--- src/rtl/core/assert_macros.svh ---
// Assertion macros shared by the frame pacer RTL.
// No dependencies; included by the files that carry assertions.
`ifndef ASSERT_MACROS_SVH
`define ASSERT_MACROS_SVH

// Antecedent implies consequent in the same cycle.
`define ASSERT_IMP(lbl, clk, rst, ante, cons) \
   lbl: assert property (@(posedge clk) disable iff (rst) (ante) |-> (cons)) \
      else $error("%m: implication check failed");

// Expression holds at every clock edge outside reset.
`define ASSERT_HOLDS(lbl, clk, rst, expr) \
   lbl: assert property (@(posedge clk) disable iff (rst) (expr)) \
      else $error("%m: invariant check failed");

`endif

--- src/rtl/core/fprm_pkg.sv ---
// Types and constants for the frame pacer / rate meter.
// No dependencies; used by the interfaces, divider, datapath, controller and top level.
package fprm_pkg;

   localparam int WINDOW      = 100;
   localparam int FT_MAX      = 65535;
   localparam int MS_PER_S    = 1000;
   localparam int RATE_SCALE  = 256000;
   localparam int FPS_RESET   = 60;
   localparam int FALLBACK_Q8 = 60 * 256;

   localparam int FPS_W   = 10;
   localparam int NOW_W   = 32;
   localparam int DELAY_W = 10;
   localparam int FT_W    = 16;
   localparam int RATE_W  = 25;

   localparam int SLOT_W = (WINDOW > 1) ? $clog2(WINDOW) : 1;
   localparam int CNT_W  = $clog2(WINDOW + 1);
   localparam int SUM_W  = $clog2(WINDOW * FT_MAX + 1);
   localparam int NUM_W  = $clog2(RATE_SCALE * WINDOW + 1);
   localparam int QCNT_W = $clog2(NUM_W + 1);

   typedef enum logic {
      OP_BEGIN = 1'b0,
      OP_END   = 1'b1
   } op_type;

   typedef enum logic {
      DIV_PERIOD = 1'b0,
      DIV_RATE   = 1'b1
   } div_sel_type;

   typedef struct packed {
      logic        take_begin;
      logic        take_end;
      logic        div_start;
      div_sel_type div_sel;
      logic        take_delay;
      logic        take_endat;
      logic        take_ft;
      logic        commit;
      logic        load_out;
   } dp_cmd_type;

   typedef struct packed {
      logic div_done;
      logic sum_zero;
   } dp_sts_type;

endpackage

--- src/rtl/core/fprm_req_if.sv ---
// Input channel: frame begin/end events with a millisecond timestamp.
// Depends on fprm_pkg.
interface fprm_req_if
   import fprm_pkg::*;
   ();
   logic             valid;
   logic             ready;
   op_type           op;
   logic [NOW_W-1:0] now_ms;

   modport source (output valid, output op, output now_ms, input ready);
   modport sink   (input valid, input op, input now_ms, output ready);
endinterface

--- src/rtl/core/fprm_rsp_if.sv ---
// Result channel: pacing delay, frame time and averaged rate.
// Depends on fprm_pkg.
interface fprm_rsp_if
   import fprm_pkg::*;
   ();
   logic               valid;
   logic               ready;
   logic [DELAY_W-1:0] delay_ms;
   logic [FT_W-1:0]    frame_time_ms;
   logic [RATE_W-1:0]  fps_q8;

   modport source (output valid, output delay_ms, output frame_time_ms, output fps_q8,
                   input ready);
   modport sink   (input valid, input delay_ms, input frame_time_ms, input fps_q8,
                   output ready);
endinterface

--- src/rtl/core/fprm_csr_if.sv ---
// Configuration write channel carrying the target frame rate.
// Depends on fprm_pkg.
interface fprm_csr_if
   import fprm_pkg::*;
   ();
   logic             valid;
   logic             ready;
   logic [FPS_W-1:0] max_fps;

   modport source (output valid, output max_fps, input ready);
   modport sink   (input valid, input max_fps, output ready);
endinterface

--- src/rtl/core/fprm_ram.sv ---
// Generic single-write, single-read RAM with registered read data.
// No dependencies.
module fprm_ram #(
   parameter int WIDTH = 16,
   parameter int DEPTH = 100
) (
   input  logic                                      clock,
   input  logic                                      we,
   input  logic [((DEPTH > 1) ? $clog2(DEPTH) : 1)-1:0] waddr,
   input  logic [WIDTH-1:0]                          wdata,
   input  logic                                      re,
   input  logic [((DEPTH > 1) ? $clog2(DEPTH) : 1)-1:0] raddr,
   output logic [WIDTH-1:0]                          rdata
);
   logic [WIDTH-1:0] mem_ff [DEPTH];
   logic [WIDTH-1:0] rdata_ff;

   always_ff @(posedge clock) begin
      if (we) begin
         mem_ff[waddr] <= wdata;
      end
      if (re) begin
         rdata_ff <= mem_ff[raddr];
      end
   end

   assign rdata = rdata_ff;
endmodule

--- src/rtl/core/fprm_div.sv ---
// Bit-serial restoring divider, one quotient bit per cycle.
// Depends on fprm_pkg and assert_macros.svh.
`include "assert_macros.svh"

module fprm_div
   import fprm_pkg::*;
(
   input  logic             clock,
   input  logic             reset,
   input  logic             start,
   input  logic [NUM_W-1:0] dividend,
   input  logic [SUM_W-1:0] divisor,
   output logic             busy,
   output logic             done,
   output logic [NUM_W-1:0] quotient
);
   logic              busy_ff, busy_in;
   logic              done_ff, done_in;
   logic [QCNT_W-1:0] cnt_ff, cnt_in;
   logic [NUM_W-1:0]  quo_ff, quo_in;
   logic [SUM_W-1:0]  rem_ff, rem_in;
   logic [SUM_W-1:0]  dsr_ff, dsr_in;
   logic [SUM_W:0]    trial;
   logic              fits;

   // shift in the next dividend bit and try to subtract
   assign trial = {rem_ff, quo_ff[NUM_W-1]};
   assign fits  = (trial >= {1'b0, dsr_ff});

   always_comb begin
      busy_in = busy_ff;
      done_in = 1'b0;
      cnt_in  = cnt_ff;
      quo_in  = quo_ff;
      rem_in  = rem_ff;
      dsr_in  = dsr_ff;
      if (start) begin
         busy_in = 1'b1;
         cnt_in  = QCNT_W'(NUM_W);
         quo_in  = dividend;
         rem_in  = '0;
         dsr_in  = divisor;
      end else if (busy_ff) begin
         rem_in = fits ? SUM_W'(trial - {1'b0, dsr_ff}) : trial[SUM_W-1:0];
         quo_in = {quo_ff[NUM_W-2:0], fits};
         cnt_in = cnt_ff - QCNT_W'(1);
         if (cnt_ff == QCNT_W'(1)) begin
            busy_in = 1'b0;
            done_in = 1'b1;
         end
      end
   end

   always_ff @(posedge clock) begin
      if (reset) begin
         busy_ff <= 1'b0;
         done_ff <= 1'b0;
         cnt_ff  <= '0;
      end else begin
         busy_ff <= busy_in;
         done_ff <= done_in;
         cnt_ff  <= cnt_in;
      end
      quo_ff <= quo_in;
      rem_ff <= rem_in;
      dsr_ff <= dsr_in;
   end

   assign busy     = busy_ff;
   assign done     = done_ff;
   assign quotient = quo_ff;

   `ASSERT_IMP(a_start_idle, clock, reset, start, !busy_ff)
   `ASSERT_IMP(a_done_after_busy, clock, reset, done_ff, !busy_ff)
endmodule

--- src/rtl/core/fprm_dp.sv ---
// Datapath: timestamps, pacing delay, frame-time ring with running sum, rate.
// Depends on fprm_pkg, fprm_ram, fprm_div and assert_macros.svh.
`include "assert_macros.svh"

module fprm_dp
   import fprm_pkg::*;
(
   input  logic               clock,
   input  logic               reset,
   input  dp_cmd_type         cmd,
   output dp_sts_type         sts,
   input  logic [NOW_W-1:0]   req_now_ms,
   input  logic               csr_valid,
   input  logic [FPS_W-1:0]   csr_max_fps,
   output logic               csr_ready,
   output logic [DELAY_W-1:0] rsp_delay_ms,
   output logic [FT_W-1:0]    rsp_frame_time_ms,
   output logic [RATE_W-1:0]  rsp_fps_q8
);
   logic [FPS_W-1:0]   max_fps_ff;
   logic [NOW_W-1:0]   start_ff, now_ff, elapsed_ff, prev_end_ff, end_at_ff;
   logic               first_seen_ff;
   logic [DELAY_W-1:0] delay_ff, delay_in;
   logic [FT_W-1:0]    ft_ff, ft_in;
   logic [SLOT_W-1:0]  slot_ff;
   logic [CNT_W-1:0]   cnt_ff;
   logic [SUM_W-1:0]   sum_ff;
   logic [DELAY_W-1:0] out_delay_ff;
   logic [FT_W-1:0]    out_ft_ff;
   logic [RATE_W-1:0]  out_rate_ff;

   logic [FPS_W-1:0]   fps_div;
   logic [NUM_W-1:0]   div_dividend;
   logic [SUM_W-1:0]   div_divisor;
   logic [NUM_W-1:0]   quotient;
   logic               div_busy;
   logic               div_done;
   logic [NOW_W-1:0]   period;
   logic [NOW_W-1:0]   diff;
   logic [FT_W-1:0]    ring_rdata;
   logic [FT_W-1:0]    old_ft;
   logic               ring_full;

   assign fps_div = (max_fps_ff == '0) ? FPS_W'(1) : max_fps_ff;

   always_comb begin
      if (cmd.div_sel == DIV_PERIOD) begin
         div_dividend = NUM_W'(MS_PER_S);
         div_divisor  = SUM_W'(fps_div);
      end else begin
         div_dividend = NUM_W'(RATE_SCALE) * NUM_W'(cnt_ff);
         div_divisor  = sum_ff;
      end
   end

   fprm_div u_div (
      .clock    (clock),
      .reset    (reset),
      .start    (cmd.div_start),
      .dividend (div_dividend),
      .divisor  (div_divisor),
      .busy     (div_busy),
      .done     (div_done),
      .quotient (quotient)
   );

   fprm_ram #(
      .WIDTH (FT_W),
      .DEPTH (WINDOW)
   ) u_ring (
      .clock (clock),
      .we    (cmd.commit),
      .waddr (slot_ff),
      .wdata (ft_ff),
      .re    (cmd.take_end),
      .raddr (slot_ff),
      .rdata (ring_rdata)
   );

   // period is at most 1000, so the low quotient bits carry it
   assign period = NOW_W'(quotient[DELAY_W-1:0]);
   assign delay_in = (period > elapsed_ff) ? DELAY_W'(period - elapsed_ff) : '0;

   assign diff = end_at_ff - prev_end_ff;
   always_comb begin
      if (!first_seen_ff) begin
         ft_in = '0;
      end else if (diff > NOW_W'(FT_MAX)) begin
         ft_in = FT_W'(FT_MAX);
      end else begin
         ft_in = diff[FT_W-1:0];
      end
   end

   // slots are filled in order, so an unwritten slot is only seen before the ring fills
   assign ring_full = (cnt_ff == CNT_W'(WINDOW));
   assign old_ft    = ring_full ? ring_rdata : '0;

   always_ff @(posedge clock) begin
      if (reset) begin
         max_fps_ff    <= FPS_W'(FPS_RESET);
         start_ff      <= '0;
         prev_end_ff   <= '0;
         first_seen_ff <= 1'b0;
         slot_ff       <= '0;
         cnt_ff        <= '0;
         sum_ff        <= '0;
      end else begin
         if (csr_valid) begin
            max_fps_ff <= csr_max_fps;
         end
         if (cmd.take_begin) begin
            start_ff <= req_now_ms;
         end
         if (cmd.take_ft) begin
            prev_end_ff   <= end_at_ff;
            first_seen_ff <= 1'b1;
         end
         if (cmd.commit) begin
            sum_ff  <= sum_ff - SUM_W'(old_ft) + SUM_W'(ft_ff);
            slot_ff <= (slot_ff == SLOT_W'(WINDOW - 1)) ? '0 : slot_ff + SLOT_W'(1);
            if (!ring_full) begin
               cnt_ff <= cnt_ff + CNT_W'(1);
            end
         end
      end
   end

   always_ff @(posedge clock) begin
      if (cmd.take_end) begin
         now_ff     <= req_now_ms;
         elapsed_ff <= req_now_ms - start_ff;
      end
      if (cmd.take_delay) begin
         delay_ff <= delay_in;
      end
      if (cmd.take_endat) begin
         end_at_ff <= now_ff + NOW_W'(delay_ff);
      end
      if (cmd.take_ft) begin
         ft_ff <= ft_in;
      end
      if (cmd.load_out) begin
         out_delay_ff <= delay_ff;
         out_ft_ff    <= ft_ff;
         out_rate_ff  <= (sum_ff == '0) ? RATE_W'(FALLBACK_Q8) : RATE_W'(quotient);
      end
   end

   assign sts.div_done = div_done;
   assign sts.sum_zero = (sum_ff == '0);

   assign csr_ready         = 1'b1;
   assign rsp_delay_ms      = out_delay_ff;
   assign rsp_frame_time_ms = out_ft_ff;
   assign rsp_fps_q8        = out_rate_ff;

   `ASSERT_HOLDS(a_cnt_range, clock, reset, cnt_ff <= CNT_W'(WINDOW))
   `ASSERT_HOLDS(a_slot_range, clock, reset, slot_ff < SLOT_W'(WINDOW))
   `ASSERT_HOLDS(a_sum_bound, clock, reset, sum_ff <= SUM_W'(cnt_ff) * SUM_W'(FT_MAX))
   `ASSERT_IMP(a_cmd_div_idle, clock, reset, cmd.take_ft || cmd.commit, !div_busy)
endmodule

--- src/rtl/core/fprm_ctrl.sv ---
// Sequencer for the frame pacer: handshakes and datapath command steps.
// Depends on fprm_pkg.
module fprm_ctrl
   import fprm_pkg::*;
(
   input  logic       clock,
   input  logic       reset,
   input  logic       req_valid,
   input  op_type     req_op,
   output logic       req_ready,
   output logic       rsp_valid,
   input  logic       rsp_ready,
   output dp_cmd_type cmd,
   input  dp_sts_type sts
);
   typedef enum logic [7:0] {
      S_IDLE      = 8'b0000_0001,
      S_PDIV_WAIT = 8'b0000_0010,
      S_ENDAT     = 8'b0000_0100,
      S_FT        = 8'b0000_1000,
      S_COMMIT    = 8'b0001_0000,
      S_RDIV_GO   = 8'b0010_0000,
      S_RDIV_WAIT = 8'b0100_0000,
      S_PUBLISH   = 8'b1000_0000
   } ctrl_state_type;

   ctrl_state_type state_ff, state_in;
   logic           rsp_valid_ff, rsp_valid_in;
   logic           out_free;

   assign out_free = !rsp_valid_ff || rsp_ready;

   always_comb begin
      state_in  = state_ff;
      cmd       = '0;
      cmd.div_sel = DIV_PERIOD;
      req_ready = 1'b0;
      case (state_ff)
         S_IDLE: begin
            req_ready = 1'b1;
            if (req_valid) begin
               if (req_op == OP_END) begin
                  cmd.take_end  = 1'b1;
                  cmd.div_start = 1'b1;
                  state_in      = S_PDIV_WAIT;
               end else begin
                  cmd.take_begin = 1'b1;
               end
            end
         end
         S_PDIV_WAIT: begin
            if (sts.div_done) begin
               cmd.take_delay = 1'b1;
               state_in       = S_ENDAT;
            end
         end
         S_ENDAT: begin
            cmd.take_endat = 1'b1;
            state_in       = S_FT;
         end
         S_FT: begin
            cmd.take_ft = 1'b1;
            state_in    = S_COMMIT;
         end
         S_COMMIT: begin
            cmd.commit = 1'b1;
            state_in   = S_RDIV_GO;
         end
         S_RDIV_GO: begin
            if (sts.sum_zero) begin
               state_in = S_PUBLISH;
            end else begin
               cmd.div_sel   = DIV_RATE;
               cmd.div_start = 1'b1;
               state_in      = S_RDIV_WAIT;
            end
         end
         S_RDIV_WAIT: begin
            if (sts.div_done) begin
               state_in = S_PUBLISH;
            end
         end
         S_PUBLISH: begin
            // wait for the output register to drain before overwriting it
            if (out_free) begin
               cmd.load_out = 1'b1;
               state_in     = S_IDLE;
            end
         end
         default: begin
            state_in = S_IDLE;
         end
      endcase
   end

   always_comb begin
      rsp_valid_in = rsp_valid_ff;
      if (rsp_valid_ff && rsp_ready) begin
         rsp_valid_in = 1'b0;
      end
      if (cmd.load_out) begin
         rsp_valid_in = 1'b1;
      end
   end

   always_ff @(posedge clock) begin
      if (reset) begin
         state_ff     <= S_IDLE;
         rsp_valid_ff <= 1'b0;
      end else begin
         state_ff     <= state_in;
         rsp_valid_ff <= rsp_valid_in;
      end
   end

   assign rsp_valid = rsp_valid_ff;
endmodule

--- src/rtl/core/frame_pacer_rate_meter_unit.sv ---
// Frame pacer and moving-average frame rate meter, top level.
// Begin item: taken with no result. End item: a result loads after the bit-serial divider
// runs once for the frame period and once for the rate (skipped when the window sum is
// zero), one quotient bit per cycle. The next beat is taken the cycle after the result
// loads; the load waits while rsp stalls, so no new item is taken until the last is done.
// Sync active-high reset clears state, sets max_fps to 60; no ring clear pass.
module frame_pacer_rate_meter_unit
   import fprm_pkg::*;
(
   input  logic       clock,
   input  logic       reset,
   fprm_req_if.sink   req_chan,
   fprm_rsp_if.source rsp_chan,
   fprm_csr_if.sink   csr_chan
);
   dp_cmd_type cmd;
   dp_sts_type sts;

   fprm_ctrl u_ctrl (
      .clock     (clock),
      .reset     (reset),
      .req_valid (req_chan.valid),
      .req_op    (req_chan.op),
      .req_ready (req_chan.ready),
      .rsp_valid (rsp_chan.valid),
      .rsp_ready (rsp_chan.ready),
      .cmd       (cmd),
      .sts       (sts)
   );

   fprm_dp u_dp (
      .clock             (clock),
      .reset             (reset),
      .cmd               (cmd),
      .sts               (sts),
      .req_now_ms        (req_chan.now_ms),
      .csr_valid         (csr_chan.valid),
      .csr_max_fps       (csr_chan.max_fps),
      .csr_ready         (csr_chan.ready),
      .rsp_delay_ms      (rsp_chan.delay_ms),
      .rsp_frame_time_ms (rsp_chan.frame_time_ms),
      .rsp_fps_q8        (rsp_chan.fps_q8)
   );
endmodule
--- src/flat_wrapper.sv ---
// flat-port wrapper written by rule: the top's interface ports become plain ports
module frame_pacer_rate_meter_unit_flat import fprm_pkg::*;
  (clock, reset, req_chan_valid, req_chan_op, req_chan_now_ms, req_chan_ready, rsp_chan_valid, rsp_chan_delay_ms, rsp_chan_frame_time_ms, rsp_chan_fps_q8, rsp_chan_ready, csr_chan_valid, csr_chan_max_fps, csr_chan_ready);
  fprm_req_if req_chan_i ();
  fprm_rsp_if rsp_chan_i ();
  fprm_csr_if csr_chan_i ();
  input  logic clock;
  input  logic reset;
  input wire logic [$bits(req_chan_i.valid)-1:0] req_chan_valid;
  input wire logic [$bits(req_chan_i.op)-1:0] req_chan_op;
  input wire logic [$bits(req_chan_i.now_ms)-1:0] req_chan_now_ms;
  output wire logic [$bits(req_chan_i.ready)-1:0] req_chan_ready;
  output wire logic [$bits(rsp_chan_i.valid)-1:0] rsp_chan_valid;
  output wire logic [$bits(rsp_chan_i.delay_ms)-1:0] rsp_chan_delay_ms;
  output wire logic [$bits(rsp_chan_i.frame_time_ms)-1:0] rsp_chan_frame_time_ms;
  output wire logic [$bits(rsp_chan_i.fps_q8)-1:0] rsp_chan_fps_q8;
  input wire logic [$bits(rsp_chan_i.ready)-1:0] rsp_chan_ready;
  input wire logic [$bits(csr_chan_i.valid)-1:0] csr_chan_valid;
  input wire logic [$bits(csr_chan_i.max_fps)-1:0] csr_chan_max_fps;
  output wire logic [$bits(csr_chan_i.ready)-1:0] csr_chan_ready;
  assign req_chan_i.valid = req_chan_valid;
  assign req_chan_i.op = req_chan_op;
  assign req_chan_i.now_ms = req_chan_now_ms;
  assign req_chan_ready = req_chan_i.ready;
  assign rsp_chan_valid = rsp_chan_i.valid;
  assign rsp_chan_delay_ms = rsp_chan_i.delay_ms;
  assign rsp_chan_frame_time_ms = rsp_chan_i.frame_time_ms;
  assign rsp_chan_fps_q8 = rsp_chan_i.fps_q8;
  assign rsp_chan_i.ready = rsp_chan_ready;
  assign csr_chan_i.valid = csr_chan_valid;
  assign csr_chan_i.max_fps = csr_chan_max_fps;
  assign csr_chan_ready = csr_chan_i.ready;
  frame_pacer_rate_meter_unit u_core (.clock(clock), .reset(reset), .req_chan(req_chan_i), .rsp_chan(rsp_chan_i), .csr_chan(csr_chan_i));
endmodule
--- config.mk ---
export PLATFORM = sky130hd
export DESIGN_NAME = frame_pacer_rate_meter_unit_flat
export DESIGN_NICKNAME = d
export VERILOG_FILES = /design/src/rtl/core/fprm_pkg.sv /design/src/rtl/core/fprm_req_if.sv /design/src/rtl/core/fprm_rsp_if.sv /design/src/rtl/core/fprm_csr_if.sv /design/src/rtl/core/fprm_ram.sv /design/src/rtl/core/fprm_div.sv /design/src/rtl/core/fprm_dp.sv /design/src/rtl/core/fprm_ctrl.sv /design/src/rtl/core/frame_pacer_rate_meter_unit.sv /design/src/flat_wrapper.sv
export VERILOG_INCLUDE_DIRS = /design/src /design/src/rtl/core
export SDC_FILE = /design/constraint.sdc
export NUM_CORES = 2
export LEC_CHECK = 0
export ABC_CLOCK_PERIOD_IN_PS = 11000
export BUFFER_PORTS_ARGS = -buffer_cell sky130_fd_sc_hd__buf_2
export CAP_MARGIN = 20
export CORE_ASPECT_RATIO = 1.2
export CORE_UTILIZATION = 60
export CTS_CLUSTER_SIZE = 28
export DETAILED_ROUTE_END_ITERATION = 7
export HOLD_SLACK_MARGIN = 0.1
export PLACE_DENSITY = 0.81
export SYNTH_ARGS = -nofsm -noshare
export SYNTH_HDL_FRONTEND = slang
export SYNTH_SLANG_ARGS = --single-unit
--- constraint.sdc ---
create_clock -name clock -period 11 [get_ports clock]
set_input_delay 1.1 -clock clock [delete_from_list [all_inputs] [get_ports clock]]
set_output_delay 1.1 -clock clock [all_outputs]
set_load 0.05 [all_outputs]
==> results.sh <==
export IMPL_final_antenna_net_count=0
export IMPL_postPlaceCellArea_mm2=0.0839
export IMPL_outcome="completed"
export IMPL_core_area_mm2=0.134
export IMPL_vias_per_cell=6.76
export IMPL_post_route_period_util_pct=43.3
export IMPL_ctsResizeCount=0
export IMPL_antenna_found_initial=7
export IMPL_grtUsageTotal_pct=31.2
export IMPL_drv_slew=0
export IMPL_comb_power_share_pct=7.0
export IMPL_finalInstanceArea_mm2=0.0897
export IMPL_post_cts_buffers=0
export IMPL_overflow=0
export IMPL_drv_cap=0
export IMPL_grt_max_degree=114
export IMPL_rsz0062_at_grt="no"
export IMPL_start_util_pct=60.4
export IMPL_hp_start="u_core.u_dp.prev_end_ff[21]"
export IMPL_p_leak_nw=29.3
export IMPL_end_kind="register"
export IMPL_crit_fanout=19
export IMPL_hold_class="register to register"
export IMPL_tns_ns=0
export IMPL_htree_num_levels=4
export IMPL_grt_pass1_wl_mm=312
export IMPL_wire_per_inst_um=28.4
export IMPL_cellPowerDensity_mw_per_mm2=174
export IMPL_syn_inst=5432
export IMPL_hold_viol=0
export IMPL_synth_seq_cells=1988
export IMPL_first_pass_iters=7
export IMPL_worstMarginPinSlew_ns=1.24
export IMPL_syn_num_nets=5688
export IMPL_ys_flop_type="edfxtp_1"
export IMPL_drc=0
export IMPL_critical_path_arrival_ns=5.52
export IMPL_clockPowerShare_pct=39.1
export IMPL_drive_gt1_share_pct=10.6
export IMPL_ir_drop_v=0.000178
export IMPL_p_sw_mw=3.52
export IMPL_p_seq_share_pct=53.9
export IMPL_r2r_setup_slack_ns=6.24
export IMPL_fp_dieW_um=337
export IMPL_yosys_warnings=0
export IMPL_startpoint="u_core.u_dp.cnt_ff[0]"
export IMPL_die_area_mm2=0.136
export IMPL_grt_pass1_vias=49400
export IMPL_hpwl_mm=125
export IMPL_fin_util_pct=67.1
export IMPL_path_clk_slew_ns=0.07
export IMPL_ys_seq_area_share_pct=72.1
export IMPL_io_pins=102
export IMPL_tritoncts="yes"
export IMPL_cts_hold_buf=0
export IMPL_drt_wl_total_mm=214
export IMPL_async_flop_share_pct=0
export IMPL_relSlewSlack_pct=17.4
export IMPL_max_freq_mhz=210
export IMPL_clockBufferDepth=3
export IMPL_rr_startpoint="u_core.u_dp.cnt_ff[0]"
export IMPL_netlist_area_mm2=0.0807
export IMPL_fin_crit_ns=4.76
export IMPL_syn_avg_cell_area_um2=14.9
export IMPL_die_h_um=404
export IMPL_port_buffer_count=100
export IMPL_switching_share_pct=22.5
export IMPL_cp_data_required_time_ns=11.76
export IMPL_vias=51000
export IMPL_synth_distinct_cells=85
export IMPL_setup_viol=0
export IMPL_fp_row_count=147
export IMPL_root_buffer="clkbuf_16"
export IMPL_num_antenna_cells=0
export IMPL_clk_latency_ns=0.84
export IMPL_area_delta_synth_final_pct=11.1
export IMPL_critPathLaunchType="register"
export IMPL_path_class="register to register"
export IMPL_cts_buffers=178
export IMPL_cts_sinks=1988
export IMPL_fill_cells=8519
export IMPL_finalClockSkew_ns=0.0531
export IMPL_drtIter0Drc=7732
export IMPL_gp_congestion=0.972
export IMPL_synth_edf_count=1837
export IMPL_internal_power_mw=12.1
export IMPL_nets=5865
## layout by cell type, fill, tap and decap left out, types with 43 or more instances in the layout
cell type	netlist	final
a21o_1	53	53
buf_2	10	99
xor2_1	53	53
buf_4	1	185
nor2_1	271	270
o21ai_0	123	123
a31oi_1	126	126
ha_1	172	172
clkbuf_16	0	180
nand2_1	304	304
nor2b_1	48	47
a22o_1	163	163
inv_1	249	249
nand3_1	57	57
a22oi_1	453	453
dfxtp_1	151	149
nor3_1	44	43
a221oi_1	162	162
edfxtp_1	1837	1837
a21oi_1	220	220
xnor2_1	75	75
nand4_1	88	88
## critical path, stage by stage (launching register included)
cell      delay, ns
dfxtp_1        0.52
inv_1          0.19
ha_1           0.22
and4_1         0.37
and2_1         0.26
fa_1           0.48
inv_1          0.04
ha_1           0.31
nor2b_1        0.15
o21ai_0        0.20
a21boi_0       0.18
o21ai_0        0.60
o211ai_1       0.25
a311oi_1       0.34
xnor2_1        0.12
or3_1          0.32
a21oi_1        0.14
## power groups by stage
stage,Clock (mW),Combinational [mW],Sequential [mW]
after CTS,6.12,1.08,8.43
after floorplan,0,0.833,8.55
after global placement,0,1.04,8.59
final,6.11,1.09,8.43
after detailed placement,0,1.07,8.59
after global routing,6.40,1.22,8.44
## flip-flops by register name, summed over array words and instances (netlist names), 23 cells and up
name,cells
u_core.u_dp.u_ring.mem_ff,1600
u_core.u_dp.elapsed_ff,32
u_core.u_dp.end_at_ff,32
u_core.u_dp.now_ff,32
u_core.u_dp.prev_end_ff,32
u_core.u_dp.start_ff,32
u_core.u_dp.rsp_fps_q8,25
u_core.u_dp.u_div.quotient,25
u_core.u_dp.sum_ff,23
u_core.u_dp.u_div.dsr_ff,23
u_core.u_dp.u_div.rem_ff,23
## routing by layer
layer	up-vias	GRT usage (%)	share of wire, %
li1	21700	-	-
met1	24800	39.3	34
met2	3684	49.4	47
met3	712	7.11	12
met4	10	19.2	6.7
met5	-	0	0.044
## logic make-up after synthesis
family	share of synthesized area, %
AOI/OAI and AO/OA	13.6
adders and majority gates	3.56
buffers and inverters	2.57
other	0.00465
xor gates and xnor gates	1.39
and+or+nand+nor	5.90
muxes	0.876
DFF	72.1
## cell type report
| class | instances | area [µm²] | share of cell area [%] |
|---|---|---|---|
| Multi-Input combinational cell | 2897 | 20500 | 22.9 |
| Timing Repair Buffer | 292 | 2050 | 2.29 |
| Inverter | 252 | 947 | 1.06 |
| Tap cell | 1788 | 2240 | 2.49 |
| Clock inverter | 100 | 1000 | 1.12 |
| Sequential cell | 1988 | 58200 | 64.9 |
| Clock buffer | 224 | 4710 | 5.25 |
## final timing paths
path,endpoint,cells past startpoint
hold reg to reg,u_core.u_dp.prev_end_ff[21],2
setup / recovery,u_core.u_dp.sum_ff[22],16
setup reg to reg,u_core.u_dp.sum_ff[22],16
hold / removal,u_core.u_dp.prev_end_ff[21],2
## through the flow
step                cells  power (mW)  setup slack (ns)  hold slack (ns)
global route         7541        16.1              5.91            0.468
finish               7541        15.6              6.24            0.453
CTS                  7539        15.6              6.28            0.453
detailed placement   7215        9.66              6.27            0.445
global placement     7215        9.62              6.36            0.437
floorplan            5432        9.39              5.40            0.431
## Yosys cell counts (8+ instances only)
library cell,count,share of area (%)
a211oi_1,23,0.21
a21boi_0,19,0.18
a21boi_2,10,0.14
a21o_1,53,0.49
a21oi_1,220,1.4
a221oi_1,162,1.8
a22o_1,163,1.8
a22oi_1,453,4.2
a31oi_1,126,0.98
and2_1,40,0.31
and3_1,22,0.17
buf_1,53,0.25
buf_2,10,0.062
clkbuf_1,230,1.1
dfxtp_1,151,3.7
edfxtp_1,1837,68
fa_1,36,0.89
ha_1,172,2.7
inv_1,249,1.2
mux2i_1,29,0.36
mux4_2,18,0.50
nand2_1,304,1.4
nand2b_1,19,0.15
nand3_1,57,0.35
nand3b_1,8,0.074
nand4_1,88,0.68
nor2_1,271,1.3
nor2b_1,48,0.37
nor3_1,44,0.27
nor3b_1,13,0.12
nor4_1,37,0.29
o2111ai_1,12,0.13
o211ai_1,34,0.32
o21a_1,18,0.17
o21ai_0,123,0.76
o21bai_1,12,0.11
o31ai_1,8,0.074
or2_2,8,0.062
or3_1,14,0.11
xnor2_1,75,0.81
xor2_1,53,0.58
Note: power is estimated with default switching activity, not from simulation.
